**config.mk**
```make
export PLATFORM = sky130hd
export DESIGN_NAME = tagged_region_bump_allocator
export DESIGN_NICKNAME = d
export VERILOG_FILES = /design/src/rtl/trba_pkg.sv /design/src/rtl/trba_ram.sv /design/src/rtl/trba_front.sv /design/src/rtl/trba_back.sv /design/src/rtl/tagged_region_bump_allocator.sv
export SDC_FILE = /design/constraint.sdc
export NUM_CORES = 2
export LEC_CHECK = 0
export BUFFER_PORTS_ARGS = -buffer_cell sky130_fd_sc_hd__buf_2
export CORE_MARGIN = 2
export CORE_UTILIZATION = 60
export DETAILED_ROUTE_END_ITERATION = 6
export PLACE_DENSITY = 0.77
export SYNTH_ARGS = -nofsm -noshare
export SYNTH_HDL_FRONTEND = slang
export SYNTH_HIERARCHICAL = 1
export SYNTH_SLANG_ARGS = --single-unit
```
**constraint.sdc**
```tcl
create_clock -name clock -period 30.2 [get_ports clock]
set_input_delay 3.02 -clock clock [delete_from_list [all_inputs] [get_ports clock]]
set_output_delay 3.02 -clock clock [all_outputs]
set_load 0.03 [all_outputs]
```
**src/rtl/trba_pkg.sv**
```systemverilog
// ----------------------------------------------------------------------------
// trba_pkg
// Shared types and constants of the tagged region bump allocator.
// ----------------------------------------------------------------------------
package trba_pkg;

   localparam int OFS_W       = 24;
   localparam int CMD_W       = 3;
   localparam int TAG_W       = 4;
   localparam int SIZE_W      = 24;
   localparam int COUNT_W     = 16;
   localparam int STATUS_W    = 2;
   localparam int NEED_W      = SIZE_W + COUNT_W;
   localparam int QUEUE_DEPTH = 2;

   localparam logic [CMD_W-1:0] CMD_CREATE    = 3'd0;
   localparam logic [CMD_W-1:0] CMD_REQUEST   = 3'd1;
   localparam logic [CMD_W-1:0] CMD_CLEAR     = 3'd2;
   localparam logic [CMD_W-1:0] CMD_CLEAR_ALL = 3'd3;

   localparam logic [OFS_W-1:0] HEAP_CAPACITY_RESET = 24'hFFFFFF;

   typedef enum logic [STATUS_W-1:0] {
      ST_OK,
      ST_MISSING,
      ST_EXISTS,
      ST_NOSPACE
   } status_type;

   typedef enum logic [2:0] {
      OP_CREATE,
      OP_REQUEST,
      OP_CLEAR,
      OP_CLEAR_ALL,
      OP_QUERY
   } op_type;

   typedef enum logic [1:0] {
      BK_IDLE,
      BK_READ,
      BK_EXEC
   } back_state_type;

   typedef struct packed {
      op_type               op;
      logic                 in_range;
      logic [TAG_W-1:0]     tag;
      logic [SIZE_W-1:0]    size;
      logic [COUNT_W-1:0]   count;
   } item_type;

   typedef struct packed {
      logic [OFS_W-1:0] base;
      logic [OFS_W-1:0] length;
      logic [OFS_W-1:0] next;
   } region_type;

endpackage

```
**src/rtl/trba_ram.sv**
```systemverilog
// ----------------------------------------------------------------------------
// trba_ram
// Generic single write port, single read port RAM with registered read data.
// ----------------------------------------------------------------------------
module trba_ram #(
   parameter int WIDTH = 8,
   parameter int DEPTH = 16
) (
   input  logic                                      clock,
   input  logic                                      wr_en,
   input  logic [((DEPTH > 1) ? $clog2(DEPTH) : 1)-1:0] wr_addr,
   input  logic [WIDTH-1:0]                          wr_data,
   input  logic [((DEPTH > 1) ? $clog2(DEPTH) : 1)-1:0] rd_addr,
   output logic [WIDTH-1:0]                          rd_data
);

   logic [WIDTH-1:0] mem_ff [DEPTH];
   logic [WIDTH-1:0] rd_data_ff;

   always_ff @(posedge clock) begin
      if (wr_en) begin
         mem_ff[wr_addr] <= wr_data;
      end
      rd_data_ff <= mem_ff[rd_addr];
   end

   assign rd_data = rd_data_ff;

endmodule

```
**src/rtl/trba_front.sv**
```systemverilog
// ----------------------------------------------------------------------------
// trba_front
// Accepts commands, decodes them and checks the tag range, then holds them in
// a short queue until the back end takes them.
// ----------------------------------------------------------------------------
module trba_front #(
   parameter int NUM_TAGS = 16
) (
   input  logic                         clock,
   input  logic                         reset,
   input  logic                         req_valid,
   output logic                         req_stall,
   input  logic [2:0]                   req_command,
   input  logic [3:0]                   req_tag_id,
   input  logic [23:0]                  req_size,
   input  logic [15:0]                  req_block_count,
   output logic                         q_valid,
   output trba_pkg::item_type           q_item,
   input  logic                         q_pop
);
   import trba_pkg::*;

   localparam int PTR_W = (QUEUE_DEPTH > 1) ? $clog2(QUEUE_DEPTH) : 1;
   localparam int CNT_W = $clog2(QUEUE_DEPTH + 1);

   item_type         slot_ff [QUEUE_DEPTH];
   item_type         item_in;
   logic [PTR_W-1:0] wr_ptr_ff, wr_ptr_in;
   logic [PTR_W-1:0] rd_ptr_ff, rd_ptr_in;
   logic [CNT_W-1:0] count_ff, count_in;
   logic             push;

   // classify the command; unused codes behave as query
   always_comb begin
      item_in.tag      = req_tag_id;
      item_in.size     = req_size;
      item_in.count    = req_block_count;
      item_in.in_range = (32'(req_tag_id) < NUM_TAGS);
      unique case (req_command)
         CMD_CREATE:    item_in.op = OP_CREATE;
         CMD_REQUEST:   item_in.op = OP_REQUEST;
         CMD_CLEAR:     item_in.op = OP_CLEAR;
         CMD_CLEAR_ALL: item_in.op = OP_CLEAR_ALL;
         default:       item_in.op = OP_QUERY;
      endcase
   end

   assign req_stall = (count_ff == CNT_W'(QUEUE_DEPTH));
   assign push      = req_valid && !req_stall;
   assign q_valid   = (count_ff != '0);
   assign q_item    = slot_ff[rd_ptr_ff];

   always_comb begin
      wr_ptr_in = wr_ptr_ff;
      rd_ptr_in = rd_ptr_ff;
      count_in  = count_ff;
      if (push) begin
         wr_ptr_in = (wr_ptr_ff == PTR_W'(QUEUE_DEPTH - 1)) ? '0 : wr_ptr_ff + PTR_W'(1);
      end
      if (q_pop) begin
         rd_ptr_in = (rd_ptr_ff == PTR_W'(QUEUE_DEPTH - 1)) ? '0 : rd_ptr_ff + PTR_W'(1);
      end
      if (push && !q_pop) begin
         count_in = count_ff + CNT_W'(1);
      end else if (q_pop && !push) begin
         count_in = count_ff - CNT_W'(1);
      end
   end

   always_ff @(posedge clock) begin
      if (reset) begin
         wr_ptr_ff <= '0;
         rd_ptr_ff <= '0;
         count_ff  <= '0;
      end else begin
         wr_ptr_ff <= wr_ptr_in;
         rd_ptr_ff <= rd_ptr_in;
         count_ff  <= count_in;
      end
   end

   always_ff @(posedge clock) begin
      if (push) begin
         slot_ff[wr_ptr_ff] <= item_in;
      end
   end

endmodule

```
**src/rtl/trba_back.sv**
```systemverilog
// ----------------------------------------------------------------------------
// trba_back
// Carries out one command at a time: reads the tag's region entry, forms the
// block product and the room left, then updates table, tag bits and used
// space and loads the result register.
// ----------------------------------------------------------------------------
module trba_back #(
   parameter int NUM_TAGS = 16
) (
   input  logic                  clock,
   input  logic                  reset,
   input  logic [23:0]           heap_capacity,
   input  logic                  q_valid,
   input  trba_pkg::item_type    q_item,
   output logic                  q_pop,
   output logic                  rsp_valid,
   input  logic                  rsp_stall,
   output logic [1:0]            rsp_status,
   output logic [23:0]           rsp_offset,
   output logic [23:0]           rsp_region_size,
   output logic [23:0]           rsp_next_free,
   output logic [23:0]           rsp_used_space
);
   import trba_pkg::*;

   localparam int TAG_IW = (NUM_TAGS > 1) ? $clog2(NUM_TAGS) : 1;
   localparam int XW     = (TAG_IW > TAG_W) ? TAG_IW : TAG_W;

   back_state_type      state_ff, state_in;
   item_type            cur_ff, cur_in;
   logic [NEED_W-1:0]   need_ff, need_in;
   logic [OFS_W:0]      left_ff, left_in;
   logic [NUM_TAGS-1:0] live_ff, live_in;
   logic [OFS_W-1:0]    claimed_ff, claimed_in;

   logic                rsp_valid_ff, rsp_valid_in;
   status_type          status_ff, status_in;
   logic [OFS_W-1:0]    offset_ff, offset_in;
   logic [OFS_W-1:0]    rsize_ff, rsize_in;
   logic [OFS_W-1:0]    rnext_ff, rnext_in;

   logic [XW-1:0]       q_tag_x, cur_tag_x;
   logic [TAG_IW-1:0]   q_idx, cur_idx, rd_addr;
   logic                cur_live;
   region_type          ent;
   region_type          wr_data;
   logic                wr_en;
   logic [OFS_W:0]      end_sum;
   logic [OFS_W-1:0]    avail;
   logic [OFS_W-1:0]    next_sum;

   assign q_tag_x   = XW'(q_item.tag);
   assign cur_tag_x = XW'(cur_ff.tag);
   assign q_idx     = q_tag_x[TAG_IW-1:0];
   assign cur_idx   = cur_tag_x[TAG_IW-1:0];
   assign rd_addr   = (state_ff == BK_IDLE) ? q_idx : cur_idx;
   assign cur_live  = cur_ff.in_range && live_ff[cur_idx];

   trba_ram #(
      .WIDTH ($bits(region_type)),
      .DEPTH (NUM_TAGS)
   ) u_region_ram (
      .clock   (clock),
      .wr_en   (wr_en),
      .wr_addr (cur_idx),
      .wr_data (wr_data),
      .rd_addr (rd_addr),
      .rd_data (ent)
   );

   assign end_sum  = {1'b0, ent.base} + {1'b0, ent.length};
   assign avail    = (heap_capacity > claimed_ff) ? heap_capacity - claimed_ff : '0;
   // next pointer wraps at the offset width
   assign next_sum = ent.next + need_ff[OFS_W-1:0];

   always_comb begin
      state_in     = state_ff;
      cur_in       = cur_ff;
      need_in      = need_ff;
      left_in      = left_ff;
      live_in      = live_ff;
      claimed_in   = claimed_ff;
      q_pop        = 1'b0;
      wr_en        = 1'b0;
      wr_data      = ent;
      rsp_valid_in = rsp_valid_ff && rsp_stall;
      status_in    = status_ff;
      offset_in    = offset_ff;
      rsize_in     = rsize_ff;
      rnext_in     = rnext_ff;

      unique case (state_ff)
         BK_IDLE: begin
            if (q_valid) begin
               q_pop    = 1'b1;
               cur_in   = q_item;
               state_in = BK_READ;
            end
         end
         BK_READ: begin
            need_in  = NEED_W'(cur_ff.size) * NEED_W'(cur_ff.count);
            left_in  = (end_sum > {1'b0, ent.next}) ? end_sum - {1'b0, ent.next} : '0;
            state_in = BK_EXEC;
         end
         BK_EXEC: begin
            if (!rsp_valid_ff || !rsp_stall) begin
               state_in     = BK_IDLE;
               rsp_valid_in = 1'b1;
               status_in    = ST_OK;
               offset_in    = '0;
               rsize_in     = '0;
               rnext_in     = '0;
               unique case (cur_ff.op)
                  OP_CREATE: begin
                     if (!cur_ff.in_range) begin
                        status_in = ST_MISSING;
                     end else if (cur_live) begin
                        status_in = ST_EXISTS;
                        rsize_in  = ent.length;
                        rnext_in  = ent.next;
                     end else if (OFS_W'(cur_ff.size) > avail) begin
                        status_in = ST_NOSPACE;
                     end else begin
                        wr_en          = 1'b1;
                        wr_data.base   = claimed_ff;
                        wr_data.length = OFS_W'(cur_ff.size);
                        wr_data.next   = claimed_ff;
                        live_in[cur_idx] = 1'b1;
                        claimed_in     = claimed_ff + OFS_W'(cur_ff.size);
                        offset_in      = claimed_ff;
                        rsize_in       = OFS_W'(cur_ff.size);
                        rnext_in       = claimed_ff;
                     end
                  end
                  OP_REQUEST: begin
                     if (!cur_live) begin
                        status_in = ST_MISSING;
                     end else if (need_ff > NEED_W'(left_ff)) begin
                        status_in = ST_NOSPACE;
                        rsize_in  = ent.length;
                        rnext_in  = ent.next;
                     end else begin
                        wr_en        = 1'b1;
                        wr_data.next = next_sum;
                        offset_in    = ent.next;
                        rsize_in     = ent.length;
                        rnext_in     = next_sum;
                     end
                  end
                  OP_CLEAR: begin
                     if (!cur_live) begin
                        status_in = ST_MISSING;
                     end else begin
                        claimed_in = (claimed_ff > ent.length) ? claimed_ff - ent.length : '0;
                        live_in[cur_idx] = 1'b0;
                     end
                  end
                  OP_CLEAR_ALL: begin
                     live_in    = '0;
                     claimed_in = '0;
                  end
                  OP_QUERY: begin
                     if (!cur_live) begin
                        status_in = ST_MISSING;
                     end else begin
                        rsize_in = ent.length;
                        rnext_in = ent.next;
                     end
                  end
                  default: begin
                     status_in = ST_MISSING;
                  end
               endcase
            end
         end
         default: begin
            state_in = BK_IDLE;
         end
      endcase
   end

   always_ff @(posedge clock) begin
      if (reset) begin
         state_ff     <= BK_IDLE;
         live_ff      <= '0;
         claimed_ff   <= '0;
         rsp_valid_ff <= 1'b0;
      end else begin
         state_ff     <= state_in;
         live_ff      <= live_in;
         claimed_ff   <= claimed_in;
         rsp_valid_ff <= rsp_valid_in;
      end
   end

   always_ff @(posedge clock) begin
      cur_ff    <= cur_in;
      need_ff   <= need_in;
      left_ff   <= left_in;
      status_ff <= status_in;
      offset_ff <= offset_in;
      rsize_ff  <= rsize_in;
      rnext_ff  <= rnext_in;
   end

   // used space is read straight from the running total, which only moves
   // in the cycle that also loads the result
   assign rsp_valid       = rsp_valid_ff;
   assign rsp_status      = status_ff;
   assign rsp_offset      = offset_ff;
   assign rsp_region_size = rsize_ff;
   assign rsp_next_free   = rnext_ff;
   assign rsp_used_space  = claimed_ff;

endmodule

```
**src/rtl/tagged_region_bump_allocator.sv**
```systemverilog
// ----------------------------------------------------------------------------
// tagged_region_bump_allocator
// Table of tagged regions carved from one heap, with bump allocation inside
// each region.
// ----------------------------------------------------------------------------
// Each command (create, request, clear, clear all, query) yields exactly one
// response. The back end works on one command at a time: it reads the tag's
// region entry from the table RAM, then forms size times block_count and the
// room left in the region, then updates the table, the tag bits and the
// used-space total and loads the response register. A two-entry command
// queue in front keeps accepting, until it is full, while the back end works
// and while a response waits to be taken. Regions may overlap once a region
// other than the most recent one is cleared. heap_capacity should only be
// written while no command is in flight.
module tagged_region_bump_allocator #(
   parameter int NUM_TAGS = 16
) (
   input  logic        clock,
   input  logic        reset,
   input  logic        csr_write_en,
   input  logic [23:0] csr_write_data,
   input  logic        req_valid,
   output logic        req_stall,
   input  logic [2:0]  req_command,
   input  logic [3:0]  req_tag_id,
   input  logic [23:0] req_size,
   input  logic [15:0] req_block_count,
   output logic        rsp_valid,
   input  logic        rsp_stall,
   output logic [1:0]  rsp_status,
   output logic [23:0] rsp_offset,
   output logic [23:0] rsp_region_size,
   output logic [23:0] rsp_next_free,
   output logic [23:0] rsp_used_space
);
   import trba_pkg::*;

   logic [OFS_W-1:0] heap_capacity_ff, heap_capacity_in;
   logic             q_valid;
   logic             q_pop;
   item_type         q_item;

   assign heap_capacity_in = csr_write_en ? csr_write_data : heap_capacity_ff;

   always_ff @(posedge clock) begin
      if (reset) begin
         heap_capacity_ff <= HEAP_CAPACITY_RESET;
      end else begin
         heap_capacity_ff <= heap_capacity_in;
      end
   end

   trba_front #(
      .NUM_TAGS (NUM_TAGS)
   ) u_front (
      .clock           (clock),
      .reset           (reset),
      .req_valid       (req_valid),
      .req_stall       (req_stall),
      .req_command     (req_command),
      .req_tag_id      (req_tag_id),
      .req_size        (req_size),
      .req_block_count (req_block_count),
      .q_valid         (q_valid),
      .q_item          (q_item),
      .q_pop           (q_pop)
   );

   trba_back #(
      .NUM_TAGS (NUM_TAGS)
   ) u_back (
      .clock           (clock),
      .reset           (reset),
      .heap_capacity   (heap_capacity_ff),
      .q_valid         (q_valid),
      .q_item          (q_item),
      .q_pop           (q_pop),
      .rsp_valid       (rsp_valid),
      .rsp_stall       (rsp_stall),
      .rsp_status      (rsp_status),
      .rsp_offset      (rsp_offset),
      .rsp_region_size (rsp_region_size),
      .rsp_next_free   (rsp_next_free),
      .rsp_used_space  (rsp_used_space)
   );

   // a failed command never grants an offset
   assert property (@(posedge clock) disable iff (reset)
      rsp_valid && (rsp_status != ST_OK) |-> (rsp_offset == '0))
      else $error("offset granted on a failed command");

   // a missing tag reports no region
   assert property (@(posedge clock) disable iff (reset)
      rsp_valid && (rsp_status == ST_MISSING) |->
         (rsp_region_size == '0) && (rsp_next_free == '0))
      else $error("missing tag reports a region");

   // no response is pending right after reset
   assert property (@(posedge clock)
      $past(reset) && !reset |-> !rsp_valid)
      else $error("response valid right after reset");

   // a command never reaches the back end without a transfer in front of it
   assert property (@(posedge clock) disable iff (reset)
      q_pop |-> q_valid)
      else $error("queue popped while empty");

endmodule

```
Word level (Yosys, flattened, before mapping):

Memory sizes are Yosys's and may differ from the RTL's. A register that Yosys moved wholly into a read port is not among the register bits.
Cells that the tools add are included.

* bits in registers: 258
* bits in writable memories: 1246
* output and inout port bits: 100
* memories: 2

* add/subtract/negate cells: 10
* $mul: 1
* $lt $le $gt $ge: 7
* eq/ne operators: 16
* mux-type cells: 75
* bitwise gates (word level): 3
* reductions and logical operators: 24

Memory list
* u_back.u_region_ram.mem_ff: words 16, width 72, read ports 1, clocked after Yosys merged registers in 1, wr ports 1, line trba_ram.sv:17 `logic [WIDTH-1:0] mem_ff [DEPTH];`
* u_front.slot_ff: words 2, width 47, read ports 1, clocked after Yosys merged registers in 1, wr ports 1, line trba_front.sv:26 `item_type slot_ff [QUEUE_DEPTH];`

Operator list (number)
* two-way mux 24 bit: 21
* two-way mux 72 bit: 5
* one-hot mux 24 bit (2 select lines): 3
* one-hot mux 24 bit (3 select lines): 2
* greater-than comparator 24 bit: 3
* two-way mux 16 bit: 4
* adder 24 bit: 2
* two-way mux 48 bit: 1
* one-hot mux 16 bit (3 select lines): 1
* subtractor 24 bit: 2
* greater-than comparator 40 x 25 -> 1 bit: 1
* multiplier 24 x 16 -> 40 bit: 1
* adder 24 x 24 -> 25 bit: 1
* greater-than comparator 25 x 24 -> 1 bit: 1
* subtractor 25 x 24 -> 25 bit: 1
* two-way mux 1 bit: 22
* two-way mux 2 bit: 9
* AND 16 bit: 1
* inverter 16 bit: 1
* OR 16 bit: 1
* == test 3 x 2 -> 1 bit (second input constant): 4
* one-hot mux 3 bit (4 select lines): 1
* one-hot mux 2 bit (4 select lines): 1
* AND reduction 7 bit: 1
* 25 further kinds: 46

Longest topological paths before layout:

* depth in word-level cells: 11
* depth in mapped cells: 28
* gate-level depth less buffers: 27

Cells and area by module:

Netlist, hierarchy kept.

By module, submodules not included
* trba_ram: instances 1, cells each 1850, area an instance 44551.5 um2
* trba_back: instances 1, cells each 3279, area an instance 29814.8 um2
* trba_front: instances 1, cells each 176, area an instance 3644.7 um2
* tagged_region_bump_allocator: instances 1, cells each 79, area an instance 897.1 um2

Worst setup path after synthesis:

OpenSTA, ideal clock, no wires.

* path type: input-to-reg
* start point: input rsp_stall
* end point: memory u_back/u_region_ram/mem_ff[0][0] (netlist name) (enable)
* arrival: 13474 ps
* data required time: 29610 ps
* setup slack: 16136 ps
* cell stages on the path: 6
* path buffers: 0
* cell sequence: a21oi_1 nand4_2 o21bai_1 inv_1 or3b_2 nor3_1

* word-level cells in the longest chain between the ends: 6

Ends and longest elaborated chain
* start: declaration: line tagged_region_bump_allocator.sv:29 `input logic rsp_stall,`
* logical NOT 1 bit: line trba_back.sv:106 `if (!rsp_valid_ff || !rsp_stall) begin`
* logical OR 1 bit: line trba_back.sv:106
* two-way mux 1 bit: line trba_back.sv:106
* two-way mux 1 bit: line trba_back.sv:92 `unique case (state_ff)`
* named net u_back.wr_en: line trba_back.sv:47 `logic wr_en;`
* two-way mux 1 bit: line trba_ram.sv:21 `if (wr_en) begin`
* two-way mux 1 bit (not written as such): line trba_ram.sv:22 `mem_ff[wr_addr] <= wr_data;`
* end: declaration: line trba_ram.sv:17

The timed path passes the listed nets, and every way through them passes these cells.

Worst setup path in the final report:

* start point: register u_back.claimed_ff[1] (netlist: u_back/rsp_used_space[1])
* end point: memory u_back/u_region_ram/mem_ff[4][9] (netlist name) (enable)

* word-level cells in the longest chain between the ends: 11
* elaborated cells between the ends (all ways): 12

Ends and longest elaborated chain
* start: declaration: line trba_back.sv:34 `logic [OFS_W-1:0] claimed_ff, claimed_in;`
* start signal: assignment: line trba_back.sv:191 `claimed_ff <= claimed_in;`
* subtractor 24 bit / greater-than comparator 24 bit (equally long branches): line trba_back.sv:72 `assign avail = (heap_capacity > claimed_ff) ? heap_capacity - claimed_ff : '0;`
* two-way mux 24 bit (*): line trba_back.sv:72
* greater-than comparator 24 bit (*): line trba_back.sv:121 `end else if (OFS_W'(cur_ff.size) > avail) begin`
* two-way mux 1 bit (*): line trba_back.sv:121
* two-way mux 1 bit (*): line trba_back.sv:117 `end else if (cur_live) begin`
* two-way mux 1 bit (*): line trba_back.sv:115 `if (!cur_ff.in_range) begin`
* one-hot mux 1 bit (2 select lines) (*): line trba_back.sv:113 `unique case (cur_ff.op)`
* two-way mux 1 bit (*): line trba_back.sv:106
* two-way mux 1 bit (*): line trba_back.sv:92
* named net u_back.wr_en: line trba_back.sv:47
* two-way mux 1 bit (*): line trba_ram.sv:21
* two-way mux 1 bit (not written as such) (*): line trba_ram.sv:22

The timed path passes the listed nets; every way through them passes the cells marked *.

==> results.cfg <==
[sta]
hold_violations = 0
final-setup-viol-count = 0
report.final.slew_viol_count = 0
timing.final.crit_share_pct = 31.6
final_sum_of_negative_setup_slack_ns = 0
grt_setup_unrepaired = false
max-slew-margin-rel_pct = 12.9
clock_skew_ns = 0.0705
max_slew.worst_pin.slew_ns = 1.30
fmax_mhz = 105
finalWorstPathRequiredPeriod_ns = 9.53

[place]
gp_congestion = 1.00
place.port_buffers = 175
post-dp-hpwl_um = 145000

[global_route]
global_route_wire_length_before_repair_um = 326000
grt_overflow_total = 0
maximum_number_of_pins_on_one_net_before_global_route_repair = 80
antenna_violations_before_repair = 17
gr-usage-all-layers_pct = 33.2
vias_in_the_first_global_route = 48900

[yosys]
synth_nets = 6076
ys_seq_area_share_pct = 58.2
yosys_warnings = 6
yosys.area.top_type = edfxtp_1
dominant_register_cell_in_the_synthesized_netlist = edfxtp_1
ys_seq_elements = 1577
count_of_flip_flops_with_a_built_in_enable_after_synthesis = 1433
synth.cell_area_mm2 = 0.0789
ys_top_cells_by_area = edfxtp_1 (55%), mux4_2 (8.4%), fa_1 (7.9%), ha_1 (4.8%), dfxtp_1 (3.7%)
netlist_instances = 5384
synthArstFlopShare_pct = 0
syn_area_per_cell_um2 = 14.7
synth_cell_types = 82
yosysTopAreaCellShare_pct = 54.5

[setup_path]
cpLargestDelayFamily = compound AO/OA/AOI/OAI gates
path_max_fanout = 62
critical_path_class = flop to flop
critical_path_rt_ns = 30.61
crit_arrival_ns = 9.94
crit_buf_inv = 5
cp_slowest_stage_delay_ns = 0.96
timing.critical_path.to_type = flop
crit_slowest_cell = buf_4
timing.critical_path.from_type = flop
critical-path-top-cell-by-count = buf_4

[clocking]
cts_hold_buffers = 0
numCtsBuffers = 157
insertion_delay_ns = 0.85
cts_num_sinks = 1577
root_buffer = clkbuf_16
post-cts-setup-buffers = 0
clock_path_buffers = 3
ctsHtreeMaxLevel = 4
tritoncts = done
clk_pin_slew_ns = 0.06
cts_resized = 0

[route]
vias = 48300
via_per_inst = 6.45
antenna_violating_nets_post_route = 0
drt_first_pass_iters = 6
routed_wire_length_per_instance_um = 29.5
wl_um = 221000
drtIter0Drc = 6222
drc = 0

[final_layout]
final_common_cell = edfxtp_1
final_net_count = 6296
syn_to_final_growth_pct = 10.8
layout_common_cells = edfxtp_1 (1,433), inv_1 (480), nand2_1 (438), fa_1 (312), ha_1 (304)
layout-drive-gt1-share_pct = 16.4

[floorplan]
initial_utilization_pct = 60.3
std_cell_rows = 133
die_height_um = 367
design.die.area_mm2 = 0.134
pin_count = 176
floorplan.core_area_mm2 = 0.131
die_width_um = 367

[min_path]
min-delay-path-class = flop to flop

[run_status]
status = complete, no violations

[flow_run]
timing.max_cap.violations = 0
==> metal layers <==
metal | track usage [%] | up-vias | share of wire, % | wire (µm)
li1 | - | 20400 | - | -
met1 | 45.3 | 24500 | 37 | 82400
met2 | 51.8 | 2861 | 47 | 104000
met3 | 8.04 | 504 | 11 | 24900
met4 | 13.7 | 12 | 4.4 | 9800
met5 | 0 | - | 0.037 | 81
==> registers in the layout, indices dropped and copies added (netlist names), 2 cells and up, named ones only <==
signal / cells
heap_capacity_ff: 24
u_back/cur_ff: 44
u_back/cur_idx: 4
u_back/left_ff: 25
u_back/live_ff: 16
u_back/need_ff: 40
u_back/rsp_next_free: 24
u_back/rsp_offset: 24
u_back/rsp_region_size: 24
u_back/rsp_status: 2
u_back/rsp_used_space: 24
u_back/state_ff: 2
u_back/u_region_ram/mem_ff: 1152
u_back/u_region_ram/rd_data: 72
u_front/count_ff: 2
u_front/slot_ff: 94
==> synth_stat cells, types with 21 or more instances <==
cell	count
xnor2_1	106
o21a_1	25
buf_2	28
fa_1	312
a22oi_1	150
a22o_1	41
a211o_1	27
nand3_1	36
nand4_1	26
nand2_1	438
buf_6	25
nor3_1	56
a221oi_1	25
a21oi_1	156
and2_1	188
dfxtp_1	144
nor2b_1	52
ha_1	304
a211oi_1	41
inv_1	481
xor2_1	48
a31oi_1	38
nand2b_1	24
mux4_2	293
and3_1	21
mux2_2	67
clkbuf_1	158
a21o_1	105
edfxtp_1	1433
o21ai_0	152
nor2_1	167
==> per-stage QoR <==
stage	hold slack, ns	std cells	instance area [µm²]	setup WS (ns)	utilization, %
2_1_floorplan	0.452	5384	78900	16.14	-
3_3_place_gp	0.468	7200	81900	21.17	62.6
3_5_place_dp	0.488	7200	81900	21.01	62.6
4_1_cts	0.504	7492	87400	20.88	66.7
5_1_grt	0.530	7492	87400	20.28	66.7
6_report	0.507	7494	87400	20.67	66.7
==> cell type report <==
| class | count | area [µm²] |
|---|---|---|
| Antenna cell | 2 | 5.00 |
| Clock buffer | 205 | 4220 |
| Clock inverter | 87 | 1220 |
| Fill cell | 8802 | 43600 |
| Inverter | 481 | 1810 |
| Multi-Input combinational cell | 3089 | 30200 |
| Sequential cell | 1577 | 45900 |
| Tap cell | 1755 | 2200 |
| Timing Repair Buffer | 298 | 1800 |
==> worst reg2reg max path: cells and delay by family (launching register included) <==
family / cells / cell delay (ns)
adder cells (fa/ha/maj): 2 / 0.75
flip-flops: 1 / 0.46
AO/OA/AOI/OAI: 12 / 3.25
buffers and inverters: 5 / 1.88
multiplexers: 1 / 0.16
AND/OR/NAND/NOR: 8 / 2.55
==> path summary, 6_finish.rpt <==
kind,start,endpoint,slack [ns],cells past startpoint
max,u_back/rsp_used_space[1],u_back/u_region_ram/mem_ff[4][9],20.67,28
min reg2reg,u_front/wr_ptr_ff,u_front/wr_ptr_ff,0.51,2
min,u_front/wr_ptr_ff,u_front/wr_ptr_ff,0.51,2
max reg2reg,u_back/rsp_used_space[1],u_back/u_region_ram/mem_ff[4][9],20.67,28
==> cells by family (layout without fill, tap and decap cells) <==
logic type / after synthesis / in the layout / synth area share, %
buf+inv: 718 / 1071 / 3.77
simple gates: 1076 / 1076 / 6.57
xor+xnor: 154 / 154 / 1.71
other cells: 1 / 3 / 0.00475
fa+ha+maj: 616 / 616 / 12.7
compound gates: 861 / 861 / 7.43
mux: 381 / 381 / 9.60
flops: 1577 / 1577 / 58.2
Power is not shown: default switching activity piles up to over one toggle a cycle in this logic, so the estimate is an artifact.
